--- config.mk ---
export PLATFORM = sky130hd
export DESIGN_NAME = bqa_lane
export DESIGN_NICKNAME = d
export VERILOG_FILES = /design/src/rtl/bqa_pkg.sv /design/src/rtl/bqa_lane.sv
export SDC_FILE = /design/constraint.sdc
export NUM_CORES = 1
export LEC_CHECK = 0
export ABC_CLOCK_PERIOD_IN_PS = 17130
export BUFFER_PORTS_ARGS = -buffer_cell sky130_fd_sc_hd__buf_2
export CORE_MARGIN = 2
export CORE_UTILIZATION = 60
export DETAILED_ROUTE_END_ITERATION = 8
export PLACE_DENSITY = 0.82
export RECOVER_POWER = 50
export SYNTH_ARGS = -nofsm -noshare
export SYNTH_HDL_FRONTEND = slang
export SYNTH_SLANG_ARGS = --single-unit
--- constraint.sdc ---
create_clock -name vclk -period 17.13
set_clock_uncertainty 0.05 [all_clocks]
set_input_delay 1.713 -clock vclk [all_inputs]
set_output_delay 1.713 -clock vclk [all_outputs]
set_load 0.02 [all_outputs]
--- src/rtl/bqa_pkg.sv ---
package bqa_pkg;

    localparam int LANES      = 8;
    localparam int CFG_IDX_W  = 8;
    localparam int CFG_DATA_W = 32;

    // configuration register indexes
    localparam logic [CFG_IDX_W-1:0] REG_REFERENCE_AMAX = 8'd0;
    localparam logic [CFG_IDX_W-1:0] REG_AMAX_SEED      = 8'd1;

    // fp32 constants
    localparam logic [31:0] FP32_INF  = 32'h7F80_0000;
    localparam logic [31:0] FP32_QNAN = 32'h7FC0_0000;
    // 1e-8f, added to the reference amax
    localparam logic [7:0]  EPS_EXP   = 8'd100;
    localparam logic [23:0] EPS_MANT  = 24'hAB_CC77;
    // 448.0f as numerator of the scale
    localparam logic [23:0] NUM_MANT  = 24'hE0_0000;
    localparam logic [9:0]  NUM_QEXP  = 10'd262;
    // e4m3 saturation magnitude code (448)
    localparam logic [6:0]  E4M3_MAX  = 7'h7E;

    typedef enum logic [2:0] {
        SC_IDLE,
        SC_ALIGN,
        SC_SUM,
        SC_NORM,
        SC_ROUND,
        SC_DIV,
        SC_DIV_ROUND
    } t_scale_state;

    typedef struct packed {
        logic        start;
        logic [31:0] operand;
    } t_scale_req;

    typedef struct packed {
        logic        busy;
        logic [31:0] scale;
    } t_scale_rsp;

endpackage

--- src/rtl/bqa_lane.sv ---
module bqa_lane (
    input  logic [15:0] i_value,
    input  logic [31:0] i_scale,
    output logic [7:0]  o_code,
    output logic [14:0] o_mag
);

    logic               sv, ss, sgn;
    logic [7:0]         ev, es, evf, esf;
    logic [6:0]         fv;
    logic [22:0]        fs;
    logic               v_nan, v_inf, v_zero, s_nan, s_inf, s_zero;
    logic [7:0]         mv, mvn;
    logic [2:0]         lzv;
    logic [23:0]        ms;
    logic [31:0]        prod, pn;
    logic signed [10:0] xe, xr;
    logic [23:0]        m24, mr;
    logic [24:0]        m25;
    logic               up;
    logic [6:0]         base;
    logic [7:0]         nrm;
    logic [4:0]         sh;
    logic [23:0]        rem, half;
    logic [7:0]         q, mag_code;

    always_comb begin
        sv = i_value[15];
        ev = i_value[14:7];
        fv = i_value[6:0];
        ss = i_scale[31];
        es = i_scale[30:23];
        fs = i_scale[22:0];
        sgn = sv ^ ss;

        v_nan  = (ev == 8'hFF) && (fv != 7'd0);
        v_inf  = (ev == 8'hFF) && (fv == 7'd0);
        v_zero = (ev == 8'h00) && (fv == 7'd0);
        s_nan  = (es == 8'hFF) && (fs != 23'd0);
        s_inf  = (es == 8'hFF) && (fs == 23'd0);
        s_zero = (es == 8'h00) && (fs == 23'd0);

        // normalize the bf16 significand first so the product needs no wide search
        evf = (ev == 8'h00) ? 8'd1 : ev;
        esf = (es == 8'h00) ? 8'd1 : es;
        mv  = {ev != 8'h00, fv};
        lzv = 3'd0;
        for (int i = 0; i < 8; i++) begin
            if (mv[i]) begin
                lzv = 3'(7 - i);
            end
        end
        mvn  = mv << lzv;
        ms   = {es != 8'h00, fs};
        prod = 32'(mvn) * 32'(ms);

        xe = $signed(11'(evf) - 11'(lzv) + 11'(esf) - 11'd254 + 11'(prod[31]));
        pn = prod[31] ? prod : {prod[30:0], 1'b0};

        // round the product to fp32
        m24 = pn[31:8];
        up  = pn[7] & ((|pn[6:0]) | m24[0]);
        m25 = {1'b0, m24} + 25'(up);
        if (m25[24]) begin
            mr = m25[24:1];
            xr = xe + 11'sd1;
        end else begin
            mr = m25[23:0];
            xr = xe;
        end

        // e4m3 normal range
        base = {4'(xr + 11'sd7), mr[22:20]};
        nrm  = {1'b0, base} + 8'(mr[19] & ((|mr[18:0]) | base[0]));

        // e4m3 subnormal range, units of 2^-9
        sh   = 5'(11'sd14 - xr);
        q    = 8'(mr >> sh);
        rem  = mr & ((24'd1 << sh) - 24'd1);
        half = 24'd1 << (sh - 5'd1);

        if ((xr > 11'sd8) || ((xr == 11'sd8) && (mr > bqa_pkg::NUM_MANT))) begin
            mag_code = {1'b0, bqa_pkg::E4M3_MAX};
        end else if (xr >= -11'sd6) begin
            mag_code = (nrm > {1'b0, bqa_pkg::E4M3_MAX}) ? {1'b0, bqa_pkg::E4M3_MAX} : nrm;
        end else if (xr >= -11'sd10) begin
            mag_code = q + 8'((rem > half) || ((rem == half) && q[0]));
        end else begin
            mag_code = 8'd0;
        end

        priority if (v_nan || s_nan || (v_inf && s_zero) || (s_inf && v_zero)) begin
            o_code = {1'b0, bqa_pkg::E4M3_MAX};
        end else if (v_inf || s_inf) begin
            o_code = {sgn, bqa_pkg::E4M3_MAX};
        end else if (v_zero || s_zero) begin
            o_code = {sgn, 7'd0};
        end else begin
            o_code = {sgn, mag_code[6:0]};
        end

        // nan never enters the running max
        o_mag = (i_value[14:0] <= 15'h7F80) ? i_value[14:0] : 15'd0;
    end

endmodule

After elaboration in Yosys (flattened, before gate mapping)
Cells that the tools add are included.
{"block": "totals", "input_bits": 48, "out_inout_bits": 23, "regBits": 0, "wordCells": 82}
{"block": "op_classes", "shifts": 4, "n_addsub": 12, "reduce_logical": 27, "multipliers": 1, "n_eq_ne": 4, "n_bitwise": 6, "n_lt_le_gt_ge": 7, "mux": 21}
{"op": "1-bit by 5-bit << shifter with 24-bit output, first input constant", "count": 2}
{"op": "7-bit two-way mux", "count": 6}
{"op": "8-bit by 24-bit multiplier with 32-bit output", "count": 1}
{"op": "32-bit two-way mux", "count": 1}
{"op": "24-bit by 1-bit adder with 25-bit output", "count": 1}
{"op": "24-bit AND", "count": 1}
{"op": "24-bit equality test", "count": 1}
{"op": "24-bit > comparator", "count": 1}
{"op": "24-bit > comparator, second input constant", "count": 1}
{"op": "24-bit two-way mux", "count": 1}
{"op": "3-bit two-way mux", "count": 8}
{"op": "8-bit two-way mux", "count": 3}
{"op": "24-bit by 5-bit >> shifter with 7-bit output", "count": 1}
{"op": "24-bit by 1-bit subtractor with 24-bit output, second input constant", "count": 1}
{"op": "23-bit logical NOT", "count": 1}
{"op": "23-bit nonzero test", "count": 1}
{"op": "19-bit OR reduction", "count": 1}
{"op": "8-bit equality test, second input constant", "count": 2}
{"op": "8-bit logical NOT", "count": 2}
{"op": "8-bit nonzero test", "count": 2}
{"op": "15-bit <= comparator, second input constant", "count": 1}
{"op": "15-bit two-way mux", "count": 1}
{"op": "11-bit by 1-bit adder with 11-bit output", "count": 1}
{"op": "11-bit by 2-bit adder with 11-bit output, second input constant", "count": 1}
{"op": "23 further kinds", "count": 40}

Depth between registers and ports, before layout
{"block": "depth", "depth_word": 30, "ltp_mapped": 75, "mapped_depth_nobuf": 63}

Worst setup path after synthesis
OpenSTA, ideal clock, no wires.
{"block": "synth_timing", "path_type": "input port to output port", "start": "input i_value[9]", "end": "output o_code[6]", "n_path_buf": 11, "t_required_ps": 15367, "arrival_time_ps": 16353, "slack_ps": -986, "cell_stages": 69, "cell_sequence": "or2_2 or3_1 nor3_1 and3_1 clkbuf_1 a21oi_1 nor2b_1 a221oi_1 clkbuf_1 nand2_1 fa_1 fa_1 inv_1 fa_1 inv_1 fa_1 inv_1 ha_1 [... 33 more ...] nor2b_1 o21a_1 o21a_1 o21ai_0 nand2b_1 a21oi_1 nor2b_1 o21ai_0 nand2_1 a221oi_1 o31ai_1 o21a_1 ha_1 ha_1 inv_1 a2111oi_4 and4_1 o31ai_1"}
{"block": "synth_between", "elab_chain_cells": 24, "word_cells_on_any_way": 61, "cone_classes": "12 x add/sub; 1 x mul; 6 x order compare; 3 x eq/ne; 4 x shift; 12 x mux; 5 x bitwise; 18 x reduce/logical"}
{"element": "start, declared", "line": "bqa_lane.sv:2", "rtl": "input logic [15:0] i_value,"}
{"element": "parallel branches: the longest is 23 deep, another holds 8-bit by 24-bit multiplier with 32-bit output"}
{"element": "8-bit two-way mux *", "line": "bqa_lane.sv:92", "rtl": "priority if (v_nan || s_nan || (v_inf && s_zero) || (s_inf && v_zero)) begin"}
{"element": "end, declared", "line": "bqa_lane.sv:4", "rtl": "output logic [7:0] o_code,"}
Every way passes the cells marked *.

Worst setup path after layout
Same ends and word-level chain as after synthesis.

==> results.sh <==
export IMPL_ys_warn_count=0
export IMPL_ant_nets=0
export IMPL_period_share=0.966
export IMPL_drc=0
export IMPL_max_cap_viol_count=0
export IMPL_status="complete, no violations"
export IMPL_fin_area_um2=14800
export IMPL_ys_seq_area_frac=0
export IMPL_core_um2=22000
export IMPL_postSynthNetCount=2130
export IMPL_clock_buffers=0
export IMPL_dpl_hpwl_um=33100
export IMPL_syn_area_per_cell_um2=7.33
export IMPL_place_area_um2=14300
export IMPL_layout_common_cells="nand2_1, inv_1, and2_1"
export IMPL_layout_drive_gt1_share=0.140
export IMPL_hold_viol_final=0
export IMPL_crit_fanout=18
export IMPL_num_vias=14300
export IMPL_die_h_um=154
export IMPL_path_buf_inv=13
export IMPL_totalWireLength_um=42200
export IMPL_slew_viol_final=0
export IMPL_hold_start="i_value[7]"
export IMPL_worstSetupEndpointType="output port"
export IMPL_routabilityCongestion=1.03
export IMPL_drt_iter0_drc=1769
export IMPL_fin_crit_ns=16.54
export IMPL_rows=54
export IMPL_path_common_cell="buf_4"
export IMPL_crit_type="in -> out"
export IMPL_viasPerCell=6.61
export IMPL_syn_area_um2=13500
export IMPL_synthCells=1838
export IMPL_crit_family="adder cells"
export IMPL_synth_distinct_cells=110
export IMPL_start_util=0.614
export IMPL_grt_pass1_wl_um=67600
export IMPL_grt_overflow_total=0
export IMPL_tightest_slew_ns=1.09
export IMPL_setup_violations=0
export IMPL_firstDrtPassIters=6
export IMPL_antenna_found_initial=1
export IMPL_whs_path_depth=4
export IMPL_areaGrowthSynthToFinish_pct=9.48
export IMPL_post_drt_wl_per_cell_um=19.5
export IMPL_nets=2182
export IMPL_cp_required_ns=15.37
export IMPL_crit_slowest_cell="fa_1"
export IMPL_grt_pass1_vias=13700
export IMPL_final_common_cell="nand2_1"
export IMPL_postCtsHoldBufs=0
export IMPL_fp_dieW_um=154
export IMPL_ff_latch_area_um2=0
export IMPL_io_buffers=71
export IMPL_n_sequential_cell=0
export IMPL_pin_count=71
export IMPL_gr_usage_all_layers=0.343
export IMPL_die_area_um2=23700
export IMPL_grt_max_degree=36
export IMPL_min_to="o_mag[7]"
export IMPL_hp_class="in -> out"
export IMPL_num_fill_cells=1847
export IMPL_slew_headroom=0.265
export IMPL_startpoint_type="input port"
export IMPL_fmax_ghz=0.0605
export IMPL_critPathMaxStageDelay_ns=0.55
export IMPL_worstPathArrival_ns=14.78
per-stage QoR:
step / TNS [ns] / setup slack [ns] / cells / hold slack (ns) / utilization
floorplan: 0 / 0.00267 / 1838 / 3.51 / -
global placement: 0 / 0.395 / 2143 / 3.74 / 0.650
detailed placement: -0.0776 / -0.0701 / 2143 / 3.73 / 0.650
CTS: 0 / 0.0269 / 2145 / 3.74 / 0.652
global route: -0.0525 / -0.0525 / 2168 / 3.76 / 0.672
finish: 0 / 0.588 / 2169 / 3.75 / 0.672
cell usage after synthesis, drive strengths merged (18+ instances only):
| master | instances | area [um^2] |
|---|---|---|
| a21o | 19 | 143 |
| inv | 185 | 694 |
| a211oi | 32 | 245 |
| xor2 | 28 | 264 |
| mux2i | 25 | 263 |
| a21oi | 87 | 447 |
| fa | 134 | 2680 |
| o211ai | 24 | 185 |
| nor2 | 116 | 448 |
| o21a | 19 | 143 |
| buf | 38 | 220 |
| clkbuf | 68 | 255 |
| ha | 110 | 1380 |
| nand2 | 219 | 825 |
| a31oi | 18 | 113 |
| nor2b | 29 | 181 |
| xnor2 | 50 | 483 |
| nor3 | 50 | 288 |
| and2 | 155 | 972 |
| o21ai | 67 | 347 |
| nand4 | 35 | 234 |
| or3 | 18 | 123 |
| nand3 | 50 | 260 |
| nor4 | 31 | 228 |
what timing repair did:
action,in CTS,in global routing
resized for setup,7,61
pin swaps,1,15
endpoints found under the setup margin,2,7
setup buffers,2,21
cloned,0,2
cells by family after synthesis:
kind of cell,synth area share
simple gates,0.307
compound gates,0.216
buf+inv,0.0868
fa+ha+maj,0.301
xor+xnor,0.0572
mux,0.0312
other cells,0.000278
how the worst max path moves through the flow:
stage                from         to  slack, ns  cells after the start
3_5_place_dp   i_value[9]  o_code[6]      -0.07                     63
6_report       i_value[9]  o_code[6]       0.59                     61
4_1_cts        i_value[9]  o_code[6]       0.03                     62
2_1_floorplan  i_value[9]  o_code[6]      0.003                     70
5_1_grt        i_value[9]  o_code[6]      -0.05                     63
3_3_place_gp   i_value[9]  o_code[6]       0.39                     61
routing by layer:
layer | vias up | track usage | part of all wire
li1 | 6551 | - | -
met1 | 6767 | 0.466 | 0.40
met2 | 871 | 0.565 | 0.45
met3 | 141 | 0.0555 | 0.12
met4 | 0 | 0.103 | 0.032
met5 | - | 0 | 0
final cells by class:
class	instances	area (um^2)	share of cell area
Multi-Input combinational cell	1547	12700	0.858
Inverter	185	694	0.0470
Timing Repair Buffer	156	1040	0.0707
Antenna cell	1	2.50	0.000170
Tap cell	280	350	0.0237
Power is not shown: default switching activity piles up to over one toggle a cycle in this logic, so the estimate is an artifact.
