[config.mk]
export PLATFORM = sky130hd
export DESIGN_NAME = bqa_scale_unit
export DESIGN_NICKNAME = d
export VERILOG_FILES = /design/src/rtl/bqa_pkg.sv /design/src/rtl/bqa_scale_unit.sv
export SDC_FILE = /design/constraint.sdc
export NUM_CORES = 1
export LEC_CHECK = 0
export BUFFER_PORTS_ARGS = -buffer_cell sky130_fd_sc_hd__buf_2
export CAP_MARGIN = 25
export CORE_ASPECT_RATIO = 1.5
export CORE_MARGIN = 2
export CORE_UTILIZATION = 30
export CTS_BUF_LIST = sky130_fd_sc_hd__clkbuf_2
export DETAILED_ROUTE_END_ITERATION = 12
export PLACE_DENSITY = 0.48
export SLEW_MARGIN = 25
export SYNTH_ARGS = -nofsm -noshare
export SYNTH_HDL_FRONTEND = slang
export SYNTH_SLANG_ARGS = --single-unit
[constraint.sdc]
create_clock -name i_clk -period 14.2 [get_ports i_clk]
set_input_delay 1.42 -clock i_clk [delete_from_list [all_inputs] [get_ports i_clk]]
set_output_delay 1.42 -clock i_clk [all_outputs]
set_load 0.01 [all_outputs]
[src/rtl/bqa_pkg.sv]
package bqa_pkg;

    localparam int LANES      = 8;
    localparam int CFG_IDX_W  = 8;
    localparam int CFG_DATA_W = 32;

    // configuration register indexes
    localparam logic [CFG_IDX_W-1:0] REG_REFERENCE_AMAX = 8'd0;
    localparam logic [CFG_IDX_W-1:0] REG_AMAX_SEED      = 8'd1;

    // fp32 constants
    localparam logic [31:0] FP32_INF  = 32'h7F80_0000;
    localparam logic [31:0] FP32_QNAN = 32'h7FC0_0000;
    // 1e-8f, added to the reference amax
    localparam logic [7:0]  EPS_EXP   = 8'd100;
    localparam logic [23:0] EPS_MANT  = 24'hAB_CC77;
    // 448.0f as numerator of the scale
    localparam logic [23:0] NUM_MANT  = 24'hE0_0000;
    localparam logic [9:0]  NUM_QEXP  = 10'd262;
    // e4m3 saturation magnitude code (448)
    localparam logic [6:0]  E4M3_MAX  = 7'h7E;

    typedef enum logic [2:0] {
        SC_IDLE,
        SC_ALIGN,
        SC_SUM,
        SC_NORM,
        SC_ROUND,
        SC_DIV,
        SC_DIV_ROUND
    } t_scale_state;

    typedef struct packed {
        logic        start;
        logic [31:0] operand;
    } t_scale_req;

    typedef struct packed {
        logic        busy;
        logic [31:0] scale;
    } t_scale_rsp;

endpackage

[src/rtl/bqa_scale_unit.sv]
module bqa_scale_unit (
    input  logic                i_clk,
    input  logic                i_rst_n,
    input  bqa_pkg::t_scale_req i_req,
    output bqa_pkg::t_scale_rsp o_rsp
);

    bqa_pkg::t_scale_state r_state, n_state;

    logic [31:0] r_op;
    logic [26:0] r_big, r_small;
    logic [27:0] r_sum;
    logic [8:0]  r_exp;
    logic        r_sign, r_sub;
    logic [23:0] r_den;
    logic [9:0]  r_qexp;
    logic [25:0] r_rem;
    logic [24:0] r_quo;
    logic [4:0]  r_cnt;
    logic [31:0] r_scale;

    // alignment of the operand against the epsilon
    logic        op_special;
    logic [7:0]  ea, e_l, e_s, d;
    logic [23:0] ma, m_l, m_s;
    logic        a_big;
    logic [26:0] ext, shd, aligned_s;
    logic        st;

    // rounding of the sum and of the quotient
    logic [24:0] rd_m25, dv_m25;
    logic [8:0]  rd_exp;
    logic [23:0] rd_mant, dv_mant;
    logic [9:0]  dv_exp;
    logic        den_inf;

    always_comb begin
        op_special = (r_op[30:23] == 8'hFF);
        ea = (r_op[30:23] == 8'h00) ? 8'd1 : r_op[30:23];
        ma = {r_op[30:23] != 8'h00, r_op[22:0]};
        a_big = {ea, ma} >= {bqa_pkg::EPS_EXP, bqa_pkg::EPS_MANT};
        e_l = a_big ? ea : bqa_pkg::EPS_EXP;
        m_l = a_big ? ma : bqa_pkg::EPS_MANT;
        e_s = a_big ? bqa_pkg::EPS_EXP : ea;
        m_s = a_big ? bqa_pkg::EPS_MANT : ma;
        d   = e_l - e_s;
        ext = {m_s, 3'b000};
        if (d >= 8'd27) begin
            shd = 27'd0;
            st  = |m_s;
        end else begin
            shd = ext >> d;
            st  = |(ext & ((27'd1 << d) - 27'd1));
        end
        aligned_s = {shd[26:1], shd[0] | st};

        rd_m25 = {1'b0, r_sum[26:3]}
               + 25'(r_sum[2] & (r_sum[1] | r_sum[0] | r_sum[3]));
        rd_exp  = r_exp + 9'(rd_m25[24]);
        rd_mant = rd_m25[24] ? rd_m25[24:1] : rd_m25[23:0];
        den_inf = (rd_exp >= 9'd255);

        dv_m25  = {1'b0, r_quo[24:1]}
                + 25'(r_quo[0] & ((r_rem != 26'd0) | r_quo[1]));
        dv_mant = dv_m25[24] ? dv_m25[24:1] : dv_m25[23:0];
        dv_exp  = r_qexp + 10'(dv_m25[24]);
    end

    // next state
    always_comb begin
        n_state = r_state;
        unique case (r_state)
            bqa_pkg::SC_IDLE: begin
                if (i_req.start) n_state = bqa_pkg::SC_ALIGN;
            end
            bqa_pkg::SC_ALIGN: begin
                n_state = op_special ? bqa_pkg::SC_IDLE : bqa_pkg::SC_SUM;
            end
            bqa_pkg::SC_SUM: begin
                n_state = bqa_pkg::SC_NORM;
            end
            bqa_pkg::SC_NORM: begin
                priority if (r_sum == 28'd0) begin
                    n_state = bqa_pkg::SC_IDLE;
                end else if (r_sum[27] || r_sum[26] || (r_exp <= 9'd1)) begin
                    n_state = bqa_pkg::SC_ROUND;
                end else begin
                    n_state = bqa_pkg::SC_NORM;
                end
            end
            bqa_pkg::SC_ROUND: begin
                n_state = den_inf ? bqa_pkg::SC_IDLE : bqa_pkg::SC_DIV;
            end
            bqa_pkg::SC_DIV: begin
                if (r_cnt == 5'd1) n_state = bqa_pkg::SC_DIV_ROUND;
            end
            bqa_pkg::SC_DIV_ROUND: begin
                n_state = bqa_pkg::SC_IDLE;
            end
            default: n_state = bqa_pkg::SC_IDLE;
        endcase
    end

    // outputs
    always_comb begin
        o_rsp.busy  = (r_state != bqa_pkg::SC_IDLE);
        o_rsp.scale = r_scale;
    end

    always_ff @(posedge i_clk) begin
        if (!i_rst_n) begin
            r_state <= bqa_pkg::SC_ALIGN;
            r_op    <= 32'd0;
        end else begin
            r_state <= n_state;
            if ((r_state == bqa_pkg::SC_IDLE) && i_req.start) begin
                r_op <= i_req.operand;
            end
        end
    end

    always_ff @(posedge i_clk) begin
        unique case (r_state)
            bqa_pkg::SC_ALIGN: begin
                if (op_special) begin
                    // nan stays nan, infinity gives a signed zero scale
                    r_scale <= (r_op[22:0] != 23'd0) ? bqa_pkg::FP32_QNAN
                                                     : {r_op[31], 31'd0};
                end
                r_big   <= {m_l, 3'b000};
                r_small <= aligned_s;
                r_exp   <= {1'b0, e_l};
                r_sign  <= a_big ? r_op[31] : 1'b0;
                r_sub   <= r_op[31];
            end
            bqa_pkg::SC_SUM: begin
                r_sum <= r_sub ? ({1'b0, r_big} - {1'b0, r_small})
                               : ({1'b0, r_big} + {1'b0, r_small});
            end
            bqa_pkg::SC_NORM: begin
                priority if (r_sum == 28'd0) begin
                    // exact cancellation: zero denominator
                    r_scale <= bqa_pkg::FP32_INF;
                end else if (r_sum[27]) begin
                    r_sum <= {1'b0, r_sum[27:2], r_sum[1] | r_sum[0]};
                    r_exp <= r_exp + 9'd1;
                end else if (!r_sum[26] && (r_exp > 9'd1)) begin
                    r_sum <= {r_sum[26:0], 1'b0};
                    r_exp <= r_exp - 9'd1;
                end
            end
            bqa_pkg::SC_ROUND: begin
                if (den_inf) begin
                    r_scale <= {r_sign, 31'd0};
                end
                r_den <= rd_mant;
                r_quo <= 25'd0;
                r_cnt <= 5'd25;
                if (bqa_pkg::NUM_MANT < rd_mant) begin
                    r_rem  <= {1'b0, bqa_pkg::NUM_MANT, 1'b0};
                    r_qexp <= bqa_pkg::NUM_QEXP - 10'd1 - {1'b0, rd_exp};
                end else begin
                    r_rem  <= {2'b00, bqa_pkg::NUM_MANT};
                    r_qexp <= bqa_pkg::NUM_QEXP - {1'b0, rd_exp};
                end
            end
            bqa_pkg::SC_DIV: begin
                // restoring division, one quotient bit a cycle
                if (r_rem >= {2'b00, r_den}) begin
                    r_quo <= {r_quo[23:0], 1'b1};
                    r_rem <= {r_rem[24:0] - {1'b0, r_den}, 1'b0};
                end else begin
                    r_quo <= {r_quo[23:0], 1'b0};
                    r_rem <= {r_rem[24:0], 1'b0};
                end
                r_cnt <= r_cnt - 5'd1;
            end
            bqa_pkg::SC_DIV_ROUND: begin
                r_scale <= {r_sign, dv_exp[7:0], dv_mant[22:0]};
            end
            default: begin
            end
        endcase
    end

endmodule

== After elaboration in Yosys (flattened, before gate mapping) ==
Cells that the tools add are included.
Word-level totals
  bits in latches: 0
  bits in read-only memories: 0
  output and inout port bits: 33
  RAM bits: 0
  logic and storage cells: 121
  bits of input ports: 35
  register bits after elaboration: 245
  memories kept: 0
Cells by class
  $mul: 0
  reductions and logical operators: 23
  add/subtract/negate cells: 14
  equal/unequal tests: 15
  shift-type cells: 2
  bitwise gates (word level): 8
  div/mod/pow operators: 0
  order comparisons: 7
  muxes and demuxes: 36
Operators by type and width (count)
  $mux 32: 4
  $pmux 32 s4: 1
  $mux 28: 4
  $pmux 28 s2: 1
  $pmux 26 s2: 1
  $add 24x1->25: 2
  $pmux 25 s2: 1
  $mux 24: 2
  $ge 32x31->1 const B: 1
  $mux 8: 4
  $add 27x27->28: 1
  $logic_not 28->1: 1
  $sub 27x27->28: 1
  $and 27x27->27: 1
  $mux 9: 3
  $reduce_or 27->1: 1
  $shl 1x8->27 const A: 1
  $shr 27x8->27: 1
  $sub 27x1->27 const B: 1
  $ge 26x24->1: 1
  $mux 26: 1
  $reduce_bool 26->1: 1
  $mux 25: 1
  $sub 25x24->25: 1
  42 further kinds: 68

== Logic depth before layout (Yosys ltp) ==
  depth in word-level cells: 11
  depth in mapped cells: 19
  depth with buffers taken out: 18

== Worst setup path after synthesis ==
Ideal clock, no wire load.
  path type: reg-to-reg
  start point: register r_sum[12]
  end point: register r_scale[0] (enable)
  buffers on the path: 1
  clock period less this slack: 6817 ps
  arrival: 6316 ps
  path slack: 7383 ps
  stages on the path, launching flop included: 18
  data required time: 13698 ps
  cell sequence: edfxtp_1 clkbuf_1 and4_1 nand3_1 or3_1 nor3_2 ha_1 ha_1 xnor2_1 inv_1 ha_1 a22o_1 nand2_1 nor4_1 nand2_1 nand3_1 inv_1 nor4_1
Between the ends
  longest elaborated chain between the ends: 5
Ends and longest elaborated chain
  start: declaration: RTL line bqa_scale_unit.sv:12  | logic [27:0] r_sum;
  start signal: assignment: RTL line bqa_scale_unit.sv:137  | r_sum <= r_sub ? ({1'b0, r_big} - {1'b0, r_small})
  start signal: assignment: RTL line bqa_scale_unit.sv:145  | r_sum <= {1'b0, r_sum[27:2], r_sum[1] | r_sum[0]};
  start signal: assignment: RTL line bqa_scale_unit.sv:148  | r_sum <= {r_sum[26:0], 1'b0};
  $add 24x1->25: RTL line bqa_scale_unit.sv:58  | + 25'(r_sum[2] & (r_sum[1] | r_sum[0] | r_sum[3]));
  $add 9x1->9: RTL line bqa_scale_unit.sv:59  | rd_exp = r_exp + 9'(rd_m25[24]);
  $ge 9x8->1: RTL line bqa_scale_unit.sv:61  | den_inf = (rd_exp >= 9'd255);
  $ne 2x2->1 (no source line)
  $reduce_and 4->1 (no source line) (*)
  end signal: assignment: RTL line bqa_scale_unit.sv:127  | r_scale <= (r_op[22:0] != 23'd0) ? bqa_pkg::FP32_QNAN
  end signal: assignment: RTL line bqa_scale_unit.sv:143  | r_scale <= bqa_pkg::FP32_INF;
  end signal: assignment: RTL line bqa_scale_unit.sv:154  | r_scale <= {r_sign, 31'd0};
  end: declaration: RTL line bqa_scale_unit.sv:20  | logic [31:0] r_scale;
Every way passes the cells marked *; elsewhere a longest branch is shown, timed or not.
A chain may end at the register's enable or synchronous reset.

== Final worst setup path ==
  start point: register r_sum[13]
  end point: register r_scale[22] (enable)
Same word-level chain as after synthesis.

==> results.sh <==
export IMPL_cp_max_fo=32
export IMPL_r2r_slack_ns=9.35
export IMPL_syn_area_per_cell_um2=8.85
export IMPL_min_from="r_op[31]"
export IMPL_worstHoldEndpoint="r_sub"
export IMPL_cpMostUsedCell="ha_1"
export IMPL_seq_area_frac_synth=0.381
export IMPL_slew_headroom=0.280
export IMPL_core_mm2=0.0608
export IMPL_instances_no_fill=2951
export IMPL_vias=15322
export IMPL_fin_worst_skew_ns=0.0989
export IMPL_whs_ns=0.535
export IMPL_synth_area_mm2=0.0183
export IMPL_cellPowerDensity_mw_per_mm2=214
export IMPL_synth_edf_count=209
export IMPL_grt_pass1_vias=15465
export IMPL_endpoint_kind="flop"
export IMPL_drt_wl_total_mm=54.6
export IMPL_synth_common_cells="nor2_1 (225), nand2_1 (210), edfxtp_1 (209)"
export IMPL_synth_seq_cells=244
export IMPL_clockRootBuffer="clkbuf_2"
export IMPL_async_flop_share=0
export IMPL_wl_per_cell_um=18.5
export IMPL_worstRegToRegCells=17
export IMPL_cts_resized=0
export IMPL_synth_fp_nets=2198
export IMPL_synthDominantAreaCellType="edfxtp_1"
export IMPL_cts_max_path_buffers=3
export IMPL_antenna_found_initial=4
export IMPL_synth_top_area_share=0.342
export IMPL_whs_path_depth=0
export IMPL_cts_buffers=68
export IMPL_htree_levels=3
export IMPL_cts_hold_buf=0
export IMPL_track_usage=0.174
export IMPL_dieArea_mm2=0.0631
export IMPL_io_buffers=67
export IMPL_drive_gt1_frac=0.133
export IMPL_drv_cap=0
export IMPL_post_route_min_period_ns=4.85
export IMPL_cts_setup_buffers=0
export IMPL_slew_violations=0
export IMPL_yosys_cell_types_count=114
export IMPL_power_total_mw=4.29
export IMPL_ant_nets=0
export IMPL_drc=0
export IMPL_yosysWarnings=0
export IMPL_fin_nets=2226
export IMPL_first_pass_iters=6
export IMPL_worstPathArrival_ns=5.50
export IMPL_timing_final_ws_setup_ns=9.35
export IMPL_synth_area_leaders="edfxtp_1 (34%), ha_1 (6.1%), nor2_1 (4.6%), nand2_1 (4.3%), dfxtp_1 (3.8%)"
export IMPL_fin_setup_tns_ns=0
export IMPL_timing_fmax_mhz=206
export IMPL_cp_startpoint="r_sum[13]"
export IMPL_crit_type="reg -> reg"
export IMPL_status="finished clean"
export IMPL_worst_pin_slew_ns=1.08
export IMPL_post_route_util=0.330
export IMPL_num_rows=111
export IMPL_slowest_delay_ns=0.60
export IMPL_r2r_start="r_sum[13]"
export IMPL_start_kind="flop"
export IMPL_io_pins=68
export IMPL_synthCells=2072
export IMPL_cellLeakagePower_nw=7.50
export IMPL_dpl_cell_count=2821
export IMPL_synth_most_common_cell="nor2_1"
export IMPL_post_place_ws_ns=9.26
export IMPL_start_util=0.301
export IMPL_grt_max_degree=78
export IMPL_rsz0062_at_grt="no"
export IMPL_clkTransAtPathRegs_ns=0.11
export IMPL_hold_viol=0
export IMPL_dominantRegCellSynth="edfxtp_1"
export IMPL_path_cells="and4_1 > nand3_1 > or3_1 > nor3_2 > ha_1 > ha_1 > xnor2_1 > inv_1 > ha_1 > a22o_1 > nand2_1 > nor4_1 > nand2_1 > nand3_1 > inv_1 > nor4_2 > buf_4"
export IMPL_place_congestion=0.915
export IMPL_drt_iter0_drc=972
export IMPL_via_per_inst=5.19
export IMPL_area_delta_synth_final_pct=9.45
export IMPL_fp_dieH_um=307
export IMPL_grt_remaining_overflow=0
export IMPL_grt_pass1_wl_mm=86.1
export IMPL_die_width_um=206
export IMPL_dp_hpwl_mm=41.4
export IMPL_clock_sinks=244
export IMPL_insertion_delay_ns=1.03
export IMPL_r2r_end="r_scale[22]"
export IMPL_slowest_stage="nor3_2"
export IMPL_place_area_mm2=0.0192
export IMPL_vdd_drop_max_mv=0.0985
export IMPL_finalSetupViolations=0
export IMPL_cts_tree="built"
export IMPL_required_ns=14.84
export IMPL_postLayoutCellArea_mm2=0.0201
export IMPL_fin_crit_sh=0.342
export IMPL_hp_class="reg -> reg"
[cell families after synthesis]
group                      count (synthesis)  share of synthesized area
adders and majority gates                 91                     0.0629
and+or+nand+nor                          801                      0.214
DFF                                      244                      0.381
buffers and inverters                    260                     0.0644
other                                      1                   0.000205
xor gates and xnor gates                 116                     0.0562
AOI/OAI and AO/OA                        508                      0.194
muxes                                     51                     0.0283
[area by class of cell]
cell class,instances,area (um^2)
Antenna cell,5,12.5
Clock buffer,95,475
Clock inverter,30,338
Fill cell,6482,40800
Inverter,122,458
Multi-Input combinational cell,1568,10200
Sequential cell,244,6980
Tap cell,791,990
Timing Repair Buffer,96,573
[power breakdown]
part,switching (mW),internal (mW)
clock,0.328,0.330
combinational,1.39,0.851
sequential,0.247,1.14
[per-layer routing]
metal | GRT usage | wire length, um | up-vias
met5 | 0 | 5 | -
met4 | 0.0885 | 2530 | 2
met3 | 0.0291 | 1980 | 143
met2 | 0.326 | 28900 | 347
met1 | 0.186 | 21200 | 7203
li1 | - | - | 7627
[flip-flops by register name, indices dropped and copies added (netlist names)]
name,cells
r_sum,28
r_quo,25
r_qexp,8
r_op,32
r_small,27
r_rem,25
r_big,24
r_sub,1
r_scale,32
r_sign,1
r_state,3
r_den,24
r_exp,9
r_cnt,5
[how the worst max path moves through the flow]
stage                  end  slack, ns  cells past startpoint
3_3_place_gp   r_scale[26]       9.31                     17
5_1_grt         r_scale[7]       8.86                     17
2_1_floorplan   r_scale[0]       7.38                     17
4_1_cts         r_scale[7]       9.27                     17
6_report       r_scale[22]       9.35                     17
3_5_place_dp   r_scale[26]       9.26                     17
[layout by cell type, fill, tap and decap left out, drive strengths merged, types with 8 or more instances in the layout]
cell type,n
a31o,10
o21bai,13
a31oi,31
o21a,11
nor2,227
a211oi,49
a21oi,108
bufinv,8
nand2,212
o211ai,16
edfxtp,209
and3,49
clkbuf,95
o31ai,16
nand4,26
nor4,25
nand3b,9
or3,24
nor3,56
and2,26
buf,96
nand2b,18
clkinv,22
or4,10
nand3,70
xor2,40
dfxtp,35
nor2b,15
a21o,20
ha,89
inv,122
xnor2,76
mux2i,45
o22ai,12
or2,9
a21boi,38
o21ai,103
[worst max-delay path, delay by kind of cell (launching register included)]
family                     cells  cell delay, ns
AOI/OAI and AO/OA              1            0.15
DFF                            1            0.53
xor gates and xnor gates       1            0.11
buffers and inverters          3            0.65
and+or+nand+nor                9            2.27
adders and majority gates      3            0.78
No activity file was read; power rests on OpenSTA's default activity.
